[src/rtl/tql_pkg.sv]
// ---------------------------------------------------------------------------
// tql_pkg
// shared sizes, codes and types of the tabular q-learning update engine
// ---------------------------------------------------------------------------
package tql_pkg;

	localparam int NUM_STATES = 8;
	localparam int Q_BITS     = 16;

	localparam int FIELD_W   = 3;
	localparam int REW_W     = 11;
	localparam int DISC_W    = 16;
	localparam int QV_W      = 16;
	localparam int STATE_W   = $clog2(NUM_STATES);
	localparam int TBL_DEPTH = NUM_STATES * NUM_STATES;
	localparam int ADDR_W    = $clog2(TBL_DEPTH);
	localparam int PROD_W    = Q_BITS + DISC_W;
	localparam int SUM_W     = ((Q_BITS > REW_W) ? Q_BITS : REW_W) + 2;

	localparam logic [Q_BITS-1:0]       Q_MAX          = '1;
	localparam logic signed [REW_W-1:0] REWARD_NO_PATH = -11'sd1;

	localparam logic [DISC_W-1:0]  DISCOUNT_RST = 16'd58982;
	localparam logic [FIELD_W-1:0] GOAL_RST     = 3'd5;

	// request codes
	localparam logic [1:0] REQ_LOAD  = 2'd0;
	localparam logic [1:0] REQ_LEARN = 2'd1;
	localparam logic [1:0] REQ_READ  = 2'd2;

	// configuration register indexes
	localparam logic [1:0] CFG_DISCOUNT = 2'd0;
	localparam logic [1:0] CFG_GOAL     = 2'd1;

	typedef logic [ADDR_W-1:0] tbl_addr_t;

	typedef struct packed {
		logic                     q_we;
		tbl_addr_t                q_waddr;
		logic [Q_BITS-1:0]        q_wdata;
		tbl_addr_t                q_raddr;
		logic                     r_we;
		tbl_addr_t                r_waddr;
		logic signed [REW_W-1:0]  r_wdata;
		tbl_addr_t                r_raddr;
	} mem_req_t;

	typedef struct packed {
		logic [Q_BITS-1:0]        q_rdata;
		logic signed [REW_W-1:0]  r_rdata;
	} mem_rsp_t;

	// low result bits of a q entry, zero filled when the entry is narrower
	function automatic logic [QV_W-1:0] to_qv(input logic [Q_BITS-1:0] q);
		logic [Q_BITS+QV_W-1:0] t;
		t = {{QV_W{1'b0}}, q};
		return t[QV_W-1:0];
	endfunction

endpackage

[src/rtl/tql_mem.sv]
// ---------------------------------------------------------------------------
// tql_mem
// q table and reward table, one write and one registered read port each,
// per-entry valid bits give the reset contents
// ---------------------------------------------------------------------------
module tql_mem (
	input  logic              clk,
	input  logic              arst_n,
	input  tql_pkg::mem_req_t req,
	output tql_pkg::mem_rsp_t rsp
);
	import tql_pkg::*;

	logic [Q_BITS-1:0]       q_mem [TBL_DEPTH];
	logic signed [REW_W-1:0] r_mem [TBL_DEPTH];
	logic [TBL_DEPTH-1:0]    q_vld_q;
	logic [TBL_DEPTH-1:0]    r_vld_q;
	logic [Q_BITS-1:0]       q_rd_q;
	logic signed [REW_W-1:0] r_rd_q;
	logic                    q_rv_q;
	logic                    r_rv_q;

	always_ff @(posedge clk) begin
		if (req.q_we) begin
			q_mem[req.q_waddr] <= req.q_wdata;
		end
		if (req.r_we) begin
			r_mem[req.r_waddr] <= req.r_wdata;
		end
		q_rd_q <= q_mem[req.q_raddr];
		r_rd_q <= r_mem[req.r_raddr];
	end

	always_ff @(posedge clk or negedge arst_n) begin
		if (!arst_n) begin
			q_vld_q <= '0;
			r_vld_q <= '0;
			q_rv_q  <= 1'b0;
			r_rv_q  <= 1'b0;
		end else begin
			if (req.q_we) begin
				q_vld_q[req.q_waddr] <= 1'b1;
			end
			if (req.r_we) begin
				r_vld_q[req.r_waddr] <= 1'b1;
			end
			q_rv_q <= q_vld_q[req.q_raddr];
			r_rv_q <= r_vld_q[req.r_raddr];
		end
	end

	// unwritten entries read as their reset values
	assign rsp.q_rdata = q_rv_q ? q_rd_q : '0;
	assign rsp.r_rdata = r_rv_q ? r_rd_q : REWARD_NO_PATH;

endmodule

[src/rtl/tql_engine.sv]
// ---------------------------------------------------------------------------
// tql_engine
// request sequencer: row maximum walk, discount multiply, saturating add
// ---------------------------------------------------------------------------
module tql_engine (
	input  logic                                  clk,
	input  logic                                  arst_n,
	input  logic                                  start,
	input  logic [1:0]                            req_type,
	input  logic [tql_pkg::FIELD_W-1:0]           from_state,
	input  logic [tql_pkg::FIELD_W-1:0]           action,
	input  logic signed [tql_pkg::REW_W-1:0]      reward_value,
	input  logic [tql_pkg::DISC_W-1:0]            discount,
	input  logic [tql_pkg::FIELD_W-1:0]           goal_state,
	input  tql_pkg::mem_rsp_t                     mem_rsp,
	output tql_pkg::mem_req_t                     mem_req,
	output logic                                  busy,
	output logic                                  done,
	output logic [tql_pkg::QV_W-1:0]              q_value,
	output logic [tql_pkg::FIELD_W-1:0]           next_state,
	output logic                                  goal_reached,
	output logic                                  no_path
);
	import tql_pkg::*;

	typedef enum logic [2:0] {
		S_IDLE,
		S_DECODE,
		S_RDOUT,
		S_RCHK,
		S_SCAN,
		S_LAST,
		S_MUL,
		S_SUM
	} state_t;

	state_t                  state_q;
	logic                    busy_q;
	logic                    done_q;
	logic [QV_W-1:0]         qv_q;
	logic [FIELD_W-1:0]      ns_q;
	logic                    goal_q;
	logic                    nop_q;
	logic [STATE_W-1:0]      j_q;
	logic                    cmp_vld_q;

	logic [1:0]              req_q;
	logic [FIELD_W-1:0]      from_q;
	logic [FIELD_W-1:0]      act_q;
	logic signed [REW_W-1:0] rew_q;
	logic [Q_BITS-1:0]       best_q;
	logic [PROD_W-1:0]       prod_q;

	logic                    in_range;
	tbl_addr_t               idx;
	tbl_addr_t               row_addr;
	logic [Q_BITS-1:0]       prod_hi;
	logic signed [SUM_W-1:0] sum;
	logic [Q_BITS-1:0]       nv;
	logic                    at_goal;

	assign in_range = (32'(from_q) < NUM_STATES) && (32'(act_q) < NUM_STATES);
	assign idx      = ADDR_W'(32'(from_q) * NUM_STATES + 32'(act_q));
	assign row_addr = ADDR_W'(32'(act_q) * NUM_STATES + 32'(j_q));
	assign at_goal  = (act_q == goal_state);

	// fraction of the product dropped, reward added as an integer
	assign prod_hi = prod_q[PROD_W-1:DISC_W];
	assign sum     = SUM_W'(rew_q) + $signed(SUM_W'(prod_hi));

	always_comb begin
		if (sum[SUM_W-1]) begin
			nv = '0;
		end else if (|sum[SUM_W-2:Q_BITS]) begin
			nv = Q_MAX;
		end else begin
			nv = sum[Q_BITS-1:0];
		end
	end

	always_comb begin
		mem_req         = '0;
		mem_req.r_raddr = idx;
		mem_req.r_waddr = idx;
		mem_req.r_wdata = rew_q;
		mem_req.q_waddr = idx;
		mem_req.q_wdata = nv;
		mem_req.q_raddr = (state_q == S_SCAN) ? row_addr : idx;
		mem_req.r_we    = (state_q == S_DECODE) && (req_q == REQ_LOAD) && in_range;
		mem_req.q_we    = (state_q == S_SUM);
	end

	always_ff @(posedge clk) begin
		if (start && !busy_q) begin
			req_q  <= req_type;
			from_q <= from_state;
			act_q  <= action;
			rew_q  <= reward_value;
		end
		if (state_q == S_RCHK) begin
			rew_q <= mem_rsp.r_rdata;
		end
		if (state_q == S_MUL) begin
			prod_q <= PROD_W'(discount) * PROD_W'(best_q);
		end
	end

	always_ff @(posedge clk or negedge arst_n) begin
		if (!arst_n) begin
			state_q   <= S_IDLE;
			busy_q    <= 1'b0;
			done_q    <= 1'b0;
			qv_q      <= '0;
			ns_q      <= '0;
			goal_q    <= 1'b0;
			nop_q     <= 1'b0;
			j_q       <= '0;
			cmp_vld_q <= 1'b0;
			best_q    <= '0;
		end else begin
			done_q <= 1'b0;
			unique case (state_q)
				S_IDLE: begin
					if (start) begin
						busy_q  <= 1'b1;
						state_q <= S_DECODE;
					end
				end
				S_DECODE: begin
					unique case (req_q)
						REQ_LEARN: begin
							state_q <= S_RCHK;
						end
						REQ_READ: begin
							state_q <= S_RDOUT;
						end
						default: begin
							// load, or a code with no meaning: empty word
							done_q  <= 1'b1;
							busy_q  <= 1'b0;
							qv_q    <= '0;
							ns_q    <= '0;
							goal_q  <= 1'b0;
							nop_q   <= 1'b0;
							state_q <= S_IDLE;
						end
					endcase
				end
				S_RDOUT: begin
					done_q  <= 1'b1;
					busy_q  <= 1'b0;
					qv_q    <= in_range ? to_qv(mem_rsp.q_rdata) : '0;
					ns_q    <= '0;
					goal_q  <= 1'b0;
					nop_q   <= 1'b0;
					state_q <= S_IDLE;
				end
				S_RCHK: begin
					if (!in_range || (mem_rsp.r_rdata == REWARD_NO_PATH)) begin
						done_q  <= 1'b1;
						busy_q  <= 1'b0;
						qv_q    <= '0;
						ns_q    <= act_q;
						goal_q  <= at_goal;
						nop_q   <= 1'b1;
						state_q <= S_IDLE;
					end else begin
						j_q       <= '0;
						cmp_vld_q <= 1'b0;
						best_q    <= '0;
						state_q   <= S_SCAN;
					end
				end
				S_SCAN: begin
					// read one entry per cycle, compare the one read last cycle
					if (cmp_vld_q && (mem_rsp.q_rdata > best_q)) begin
						best_q <= mem_rsp.q_rdata;
					end
					cmp_vld_q <= 1'b1;
					j_q       <= j_q + STATE_W'(1);
					if (j_q == STATE_W'(NUM_STATES - 1)) begin
						state_q <= S_LAST;
					end
				end
				S_LAST: begin
					if (mem_rsp.q_rdata > best_q) begin
						best_q <= mem_rsp.q_rdata;
					end
					state_q <= S_MUL;
				end
				S_MUL: begin
					state_q <= S_SUM;
				end
				S_SUM: begin
					done_q  <= 1'b1;
					busy_q  <= 1'b0;
					qv_q    <= to_qv(nv);
					ns_q    <= act_q;
					goal_q  <= at_goal;
					nop_q   <= 1'b0;
					state_q <= S_IDLE;
				end
				default: begin
					state_q <= S_IDLE;
				end
			endcase
		end
	end

	assign busy         = busy_q;
	assign done         = done_q;
	assign q_value      = qv_q;
	assign next_state   = ns_q;
	assign goal_reached = goal_q;
	assign no_path      = nop_q;

endmodule

[src/rtl/tabular_q_learning_update.sv]
// ---------------------------------------------------------------------------
// tabular_q_learning_update
// q-learning update engine over a reward table and a q table
// ---------------------------------------------------------------------------
// A request is taken when start is high and busy is low; busy then stays high
// until the one result word of that request appears on the result ports with
// done high for a single cycle. The receiver cannot stall: the word must be
// captured in that cycle. A load or an unknown request goes through decode
// only, a read through decode and the q read, a learn step through decode,
// the reward check and the walk over the next state's q row, one entry per
// cycle through the single read port of the q memory, then a multiply step
// and an add/saturate/write step; a learn step that flags no_path ends
// after the reward check. A new request may be taken in the cycle that
// shows done. Both tables read as their reset values from reset on, with no
// clearing pass. Configuration writes are always accepted (cfg_ready high);
// the user must keep them to idle periods only; the block does not check.
// ---------------------------------------------------------------------------
module tabular_q_learning_update (
	input  logic                              clk,
	input  logic                              arst_n,
	input  logic                              start,
	output logic                              busy,
	input  logic [1:0]                        req_type,
	input  logic [tql_pkg::FIELD_W-1:0]       from_state,
	input  logic [tql_pkg::FIELD_W-1:0]       action,
	input  logic signed [tql_pkg::REW_W-1:0]  reward_value,
	input  logic                              cfg_valid,
	output logic                              cfg_ready,
	input  logic [1:0]                        cfg_index,
	input  logic [tql_pkg::DISC_W-1:0]        cfg_data,
	output logic                              done,
	output logic [tql_pkg::QV_W-1:0]          q_value,
	output logic [tql_pkg::FIELD_W-1:0]       next_state,
	output logic                              goal_reached,
	output logic                              no_path
);
	import tql_pkg::*;

	logic [DISC_W-1:0]  discount_q;
	logic [FIELD_W-1:0] goal_q;
	mem_req_t           mem_req;
	mem_rsp_t           mem_rsp;

	assign cfg_ready = 1'b1;

	always_ff @(posedge clk or negedge arst_n) begin
		if (!arst_n) begin
			discount_q <= DISCOUNT_RST;
			goal_q     <= GOAL_RST;
		end else if (cfg_valid && cfg_ready) begin
			unique case (cfg_index)
				CFG_DISCOUNT: discount_q <= cfg_data;
				CFG_GOAL:     goal_q     <= cfg_data[FIELD_W-1:0];
				default: ;
			endcase
		end
	end

	tql_engine u_engine (
		.clk          (clk),
		.arst_n       (arst_n),
		.start        (start),
		.req_type     (req_type),
		.from_state   (from_state),
		.action       (action),
		.reward_value (reward_value),
		.discount     (discount_q),
		.goal_state   (goal_q),
		.mem_rsp      (mem_rsp),
		.mem_req      (mem_req),
		.busy         (busy),
		.done         (done),
		.q_value      (q_value),
		.next_state   (next_state),
		.goal_reached (goal_reached),
		.no_path      (no_path)
	);

	tql_mem u_mem (
		.clk    (clk),
		.arst_n (arst_n),
		.req    (mem_req),
		.rsp    (mem_rsp)
	);

endmodule

[config.mk]
export PLATFORM = sky130hd
export DESIGN_NAME = tabular_q_learning_update
export DESIGN_NICKNAME = d
export VERILOG_FILES = /design/src/rtl/tql_pkg.sv /design/src/rtl/tql_mem.sv /design/src/rtl/tql_engine.sv /design/src/rtl/tabular_q_learning_update.sv
export SDC_FILE = /design/constraint.sdc
export NUM_CORES = 2
export LEC_CHECK = 0
export BUFFER_PORTS_ARGS = -buffer_cell sky130_fd_sc_hd__buf_2
export CAP_MARGIN = 20
export CORE_MARGIN = 2
export CORE_UTILIZATION = 30
export CTS_BUF_LIST = sky130_fd_sc_hd__clkbuf_4 sky130_fd_sc_hd__clkbuf_8 sky130_fd_sc_hd__clkbuf_16
export CTS_CLUSTER_DIAMETER = 30
export DETAILED_ROUTE_END_ITERATION = 7
export HOLD_SLACK_MARGIN = 0.12
export PLACE_DENSITY = 0.56
export SYNTH_ARGS = -nofsm -noshare
export SYNTH_HDL_FRONTEND = slang
export SYNTH_HIERARCHICAL = 1
export SYNTH_SLANG_ARGS = --single-unit
[constraint.sdc]
create_clock -name clk -period 5.9 [get_ports clk]
set_input_delay 0 -clock clk [delete_from_list [all_inputs] [get_ports clk]]
set_output_delay 0 -clock clk [all_outputs]
set_load 0.05 [all_outputs]
# ---- After elaboration in Yosys (flattened, before gate mapping)
# Memory sizes are Yosys's and may differ from the RTL's. A register that Yosys moved wholly into a read port is not among the register bits.
# Index checks and enable logic that the tools add are counted.
dict set report totals {
  register_bits 246
  latchBits 0
  mem_bits_rw 1728
  mem_bits_ro 0
  inputBits 41
  out_inout_bits 24
  word_cells 125
  mem_count 2
}
dict set report op_classes {
  addsub 4
  mul 1
  n_div 0
  n_lt_le_gt_ge 4
  n_eq_ne 20
  shift 0
  mux 47
  bitwise 2
  n_reduce_logical 24
}
# name depth word_bits read_ports rd_ports_with_merged_regs wr line
set memory_table {}
lappend memory_table {u_mem.q_mem 64 16 1 1 1 tql_mem.sv:14} ;# logic [Q_BITS-1:0] q_mem [TBL_DEPTH];
lappend memory_table {u_mem.r_mem 64 11 1 1 1 tql_mem.sv:15} ;# logic signed [REW_W-1:0] r_mem [TBL_DEPTH];
# operator count
set op_table {}
lappend op_table {{$mux W16} 8}
lappend op_table {{$or A64 B64 Y64} 2}
lappend op_table {{$pmux W16 S4} 1}
lappend op_table {{$pmux W16 S3} 1}
lappend op_table {{$mux W11} 3}
lappend op_table {{$mul A16 B16 Y32} 1}
lappend op_table {{$pmux W3 S7} 1}
lappend op_table {{$add A11 B17 Y18} 1}
lappend op_table {{$mux W3} 6}
lappend op_table {{$gt A16 B16 Y1} 1}
lappend op_table {{$eq A3 B3 Y1 const B} 5}
lappend op_table {{$mux W1} 15}
lappend op_table {{$lt A6 B7 Y1 const B} 2}
lappend op_table {{$add A6 B3 Y6} 2}
lappend op_table {{$bmux W1 S6} 2}
lappend op_table {{$ne A2 B2 Y1 const B} 6}
lappend op_table {{$pmux W3 S4} 1}
lappend op_table {{$eq A11 B1 Y1 const B} 1}
lappend op_table {{$pmux W1 S4} 2}
lappend op_table {{$reduce_and A2 Y1} 4}
lappend op_table {{$reduce_and A4 Y1} 2}
lappend op_table {{$reduce_bool A4 Y1} 2}
lappend op_table {{$demux W1 S6} 1}
lappend op_table {{$eq A3 B2 Y1 const B} 2}
lappend op_table {{other kinds (20)} 30}

# ---- Logic depth before layout (Yosys ltp)
dict set report depth {
  depth_word 6
  depth_mapped 22
  mapped_depth_nobuf 21
}

# ---- Modules after synthesis
# Netlist, hierarchy kept.
# mod n_inst cells_each area_per_inst_um2 seq_area_each_um2
set by_module_without_submodules {}
lappend by_module_without_submodules {tql_mem 1 3354 72309.4 55683.4}
lappend by_module_without_submodules {tql_engine 1 1425 13153.9 2202.1}
lappend by_module_without_submodules {tabular_q_learning_update 1 43 755.7 489.2}

# ---- Worst setup path after synthesis
# No wires, ideal clock.
dict set report synth_timing {
  path_kind {register -> register}
  from {register u_engine.best_q[9]}
  to {register u_engine.prod_q[31], data pin}
  setup_time_ns 0.255
  arrival_ns 6.033
  t_required_ns 5.645
  path_slack_ns -0.388
  path_stages_with_launch 23
  path_buffers 2
  period_less_slack_ns 6.288
  cell_sequence {dfrtp_1 clkbuf_1 clkbuf_1 nand2_1 fa_1 inv_1 fa_1 inv_1 fa_1 inv_1 fa_1 fa_1 inv_1 fa_1 inv_1 ha_1 a21o_1 a21oi_1 a21boi_0 a21o_1 a31oi_1 or4_1 and3_1}
}
dict set report synth_between {
  elab_chain_cells 1
}
# item line
set synth_rtl {}
lappend synth_rtl {{start, declared} tql_engine.sv:51} ;# logic [Q_BITS-1:0] best_q;
lappend synth_rtl {{start signal, assigned} tql_engine.sv:177} ;# best_q <= mem_rsp.q_rdata;
lappend synth_rtl {{start signal, assigned} tql_engine.sv:187} ;# best_q <= mem_rsp.q_rdata;
lappend synth_rtl {{$mul A16 B16 Y32} tql_engine.sv:104} ;# prod_q <= PROD_W'(discount) * PROD_W'(best_q);
lappend synth_rtl {{end signal, assigned} tql_engine.sv:104}
lappend synth_rtl {{end, declared} tql_engine.sv:52} ;# logic [PROD_W-1:0] prod_q;
# No other way between the ends.
# A chain may end at the register's enable or synchronous reset.

# ---- Worst setup path after layout
dict set report layout_timing {
  from {register discount_q[9]}
  to {register u_engine.prod_q[31], data pin}
}
dict set report layout_between {
  elab_chain_cells 1
}
# item line
set layout_rtl {}
lappend layout_rtl {{start, declared} tabular_q_learning_update.sv:39} ;# logic [DISC_W-1:0] discount_q;
lappend layout_rtl {{start signal, assigned} tabular_q_learning_update.sv:52} ;# CFG_DISCOUNT: discount_q <= cfg_data;
lappend layout_rtl {{$mul A16 B16 Y32} tql_engine.sv:104}
# No other way between the ends.

==> flow_summary.json <==
{
  "r2r_start": "discount_q[9]$_DFFE_PN1P_",
  "crit_family": "adder cells",
  "critPathKind": "flop to flop",
  "num_rows": 196,
  "synth_edf_count": 1763,
  "hold_violations": 0,
  "ys_ff_latch": 1985,
  "gp_congestion": 0.840,
  "synth_nets": 5195,
  "final_antenna_net_count": 0,
  "initial_core_util": 0.302,
  "synth_top_cells_by_area": "edfxtp_1 (61%), mux4_2 (12%), dfrtp_1 (5.3%)",
  "synth_area_um2": 86200,
  "portBuffers": 63,
  "hpwl_mm": 138,
  "path_cells": "buf_6 > and2_4 > fa_1 > inv_2 > fa_1 > fa_1 > inv_2 > fa_1 > fa_1 > inv_2 > fa_1 > inv_2 > ha_4 > a21o_1 > a21oi_2 > a21boi_2 > a21o_1 > a31oi_4 > or4_1 > and3_1",
  "ir_drop_mv": 1.49,
  "slew_viol_final": 0,
  "synth_cell_types": 79,
  "p_per_area_nw_per_um2": 618,
  "hold_path.class": "primary input to flop",
  "rsz0062_at_grt": "true",
  "h-tree-depth": 5,
  "nFillCells": 26100,
  "hold_ws_ns": 0.233,
  "crit_fanout": 4,
  "final_cell_area_um2": 109000,
  "drc_errors": 0,
  "antenna_found_initial": 4,
  "path_buf_inv": 5,
  "drive_above_1_share": 0.336,
  "min_from": "start",
  "slowest_delay_ns": 0.59,
  "overflow": 0,
  "synth-main-ff-cell": "edfxtp_1",
  "placedCellCount": 8719,
  "end_kind": "flop",
  "reg2reg_slack_ns": -0.09,
  "synth_warnings": 6,
  "clockBufferDepth": 4,
  "avgSynthCellArea_um2": 17.9,
  "dp_slack_ns": -0.445,
  "cpMaxStageDelayCell": "dfstp_2",
  "syn_inst": 4822,
  "die_w_um": 540,
  "dr.pass1.iters": 5,
  "cts_inserted_buffers": 414,
  "critPathLaunchType": "flop",
  "min_period_ns": 5.99,
  "worstPathArrival_ns": 6.68,
  "maxCapViolations": 0,
  "synth_top_area_frac": 0.614,
  "viasPerCell": 4.92,
  "wl_per_cell_um": 23.6,
  "grt_pass1_vias": 49000,
  "status": "complete, but fails checks",
  "fin_crit_sh": 1.02,
  "skew_ns": 0.127,
  "wirelength_mm": 227,
  "drtIter0Drc": 4421,
  "fmax_mhz": 167,
  "gr-usage-all-layers": 0.154,
  "async_reset_ff_frac": 0.0982,
  "nNetsFinal": 5884,
  "chipHeight_um": 540,
  "yosysTopAreaCell": "edfxtp_1",
  "fin_ws_ns": -0.0946,
  "power_leakage_nw": 39.6,
  "worstSkewPairLatency_ns": 1.00,
  "core_area_um2": 285000,
  "syn_to_final_growth_pct": 26.6,
  "r2r-end": "u_engine/prod_q[31]$_DFFE_PP_",
  "path_common_cell": "fa_1",
  "max_slew_margin": 0.286,
  "setup-violations-final": 3,
  "holdPathStages": 6,
  "grt_pass1_wl_mm": 333,
  "tightest_slew_ns": 1.07,
  "hold-path-endpoint": "u_engine/busy$_DFFE_PN0P_",
  "dieArea_um2": 292000,
  "failed_checks": "setup timing",
  "pin_count": 65,
  "crit_required_ns": 6.58,
  "via_count": 47300,
  "cts-root-buf": "clkbuf_16",
  "clk_pin_slew_ns": 0.05,
  "synth_seq_area_share": 0.677,
  "reg2reg_depth": 20,
  "stdcell_count": 9619,
  "cts_tree": "built",
  "grt_max_degree": 110,
  "cts_sinks": 1985,
  "placed_area_um2": 92900
}
==> how the worst max path moves through the flow <==
stage                                    end  cells past startpoint                           start  slack (ns)
2_1_floorplan  u_engine/prod_q[31]$_DFFE_PP_                     18      discount_q[10]$_DFFE_PN1P_       0.003
3_3_place_gp   u_engine/prod_q[31]$_DFFE_PP_                     20       discount_q[7]$_DFFE_PN0P_       -0.38
3_5_place_dp   u_engine/prod_q[31]$_DFFE_PP_                     21  u_engine/best_q[6]$_DFFE_PN0P_       -0.45
4_1_cts        u_engine/prod_q[31]$_DFFE_PP_                     20  u_engine/best_q[6]$_DFFE_PN0P_       -0.14
5_1_grt        u_engine/prod_q[31]$_DFFE_PP_                     20       discount_q[6]$_DFFE_PN1P_       -0.26
6_report       u_engine/prod_q[31]$_DFFE_PP_                     20       discount_q[9]$_DFFE_PN1P_       -0.09
==> worst reg2reg max path: stages, from the launching register on <==
cell	delay [ns]
dfstp_2	0.59
buf_6	0.12
and2_4	0.12
fa_1	0.42
inv_2	0.07
fa_1	0.40
fa_1	0.51
inv_2	0.05
fa_1	0.50
fa_1	0.53
inv_2	0.04
fa_1	0.51
inv_2	0.05
ha_4	0.23
a21o_1	0.18
a21oi_2	0.15
a21boi_2	0.21
a21o_1	0.24
a31oi_4	0.15
or4_1	0.48
and3_1	0.16
==> where the power goes <==
part           internal, mW  leakage [nW]  switching, mW
Sequential             17.8          18.8          0.474
Clock                  15.9          6.98           7.43
Combinational          11.3          13.8           14.5
Total                  45.0          39.6           22.4
==> cells in the mapped netlist, drive strengths merged (4+ instances only) <==
master   count
mux2        55
and2       166
xnor2       14
a221o       20
nand2b      31
nand3b      10
mux4       461
nand3       21
a21o        32
o22a         4
a22oi       21
dfxtp       27
clkbuf     108
nor3        41
xor2        13
inv        266
o2bb2ai      6
a221oi      46
o21bai       4
a21oi       59
fa         194
mux2i      119
a211o        5
nand2      202
o31a         4
and3         9
nand4       12
dfstp       11
dfrtp      184
o221ai      16
o21a         9
nor2b       26
o31ai        6
buf        138
nor2       237
nor4         4
o22ai       44
or2        137
ha         138
o21ai       93
a211oi      25
edfxtp    1763
==> layer usage <==
| metal | up-vias | track usage | routed length [um] |
|---|---|---|---|
| li1 | 20200 | - | - |
| met1 | 25100 | 0.207 | 96300 |
| met2 | 1634 | 0.248 | 110000 |
| met3 | 332 | 0.0295 | 14200 |
| met4 | 0 | 0.0524 | 6820 |
| met5 | - | 0 | 0 |
==> flip-flops by register name, summed over array words and instances (netlist names), 16 cells and up <==
name,cells
u_engine/q_value,16
u_mem/r_vld_q,64
u_mem/q_vld_q,64
u_engine/prod_q,16
discount_q,16
u_mem/r_mem,704
u_engine/best_q,16
u_mem/q_mem,1024
u_mem/q_rd_q,16
==> metrics by stage <==
stage	power [mW]	TNS, ns	util
3_3_place_gp	40.8	-1.92	0.325
6_report	67.4	-0.145	0.382
2_1_floorplan	32.6	0	-
4_1_cts	66.5	-0.277	0.380
3_5_place_dp	41.1	-2.91	0.325
5_1_grt	71.0	-1.22	0.382
==> cell families after synthesis <==
family	Yosys count	synth area share
AO/OA/AOI/OAI	420	0.0341
XOR/XNOR	27	0.00274
adder cells (fa/ha/maj)	332	0.0651
buffers and inverters	512	0.0266
flip-flops	1985	0.677
multiplexers	635	0.141
other	1	0.0000435
AND/OR/NAND/NOR	910	0.0530
==> area by class of cell <==
| cell class | instances | area [um2] | area share |
|---|---|---|---|
| well taps | 3762 | 4710 | 0.0431 |
| flip-flops and latches | 1985 | 58400 | 0.535 |
| repair buffers | 519 | 4420 | 0.0405 |
| inverters | 266 | 998 | 0.00915 |
| diodes | 2 | 5.00 | 0.0000459 |
| multi-input cells | 2325 | 26300 | 0.241 |
| clock inverters | 271 | 3200 | 0.0293 |
| clock buffers | 489 | 11100 | 0.102 |
==> cell usage in the layout, fill, tap and decap left out, types with 55 or more instances in the layout <==
master            n
and2_1          156
clkbuf_4         55
or2_2           135
dlygate4sd3_1    95
buf_2            62
dfrtp_1         174
mux4_2          461
clkinv_2         68
edfxtp_1       1763
inv_1           248
ha_1            125
bufinv_16        58
nand2_1         193
clkbuf_16       417
fa_1            178
nor2_1          201
buf_4           313
mux2i_1         119
==> what timing repair did <==
item	in CTS	in global routing
hold buffers	96	0
resized for setup	71	75
endpoints found under the setup margin	15	15
hold endpoints to repair	254	0
pin swaps	75	40
setup buffers	24	10
(Power assumes the default switching activity.)
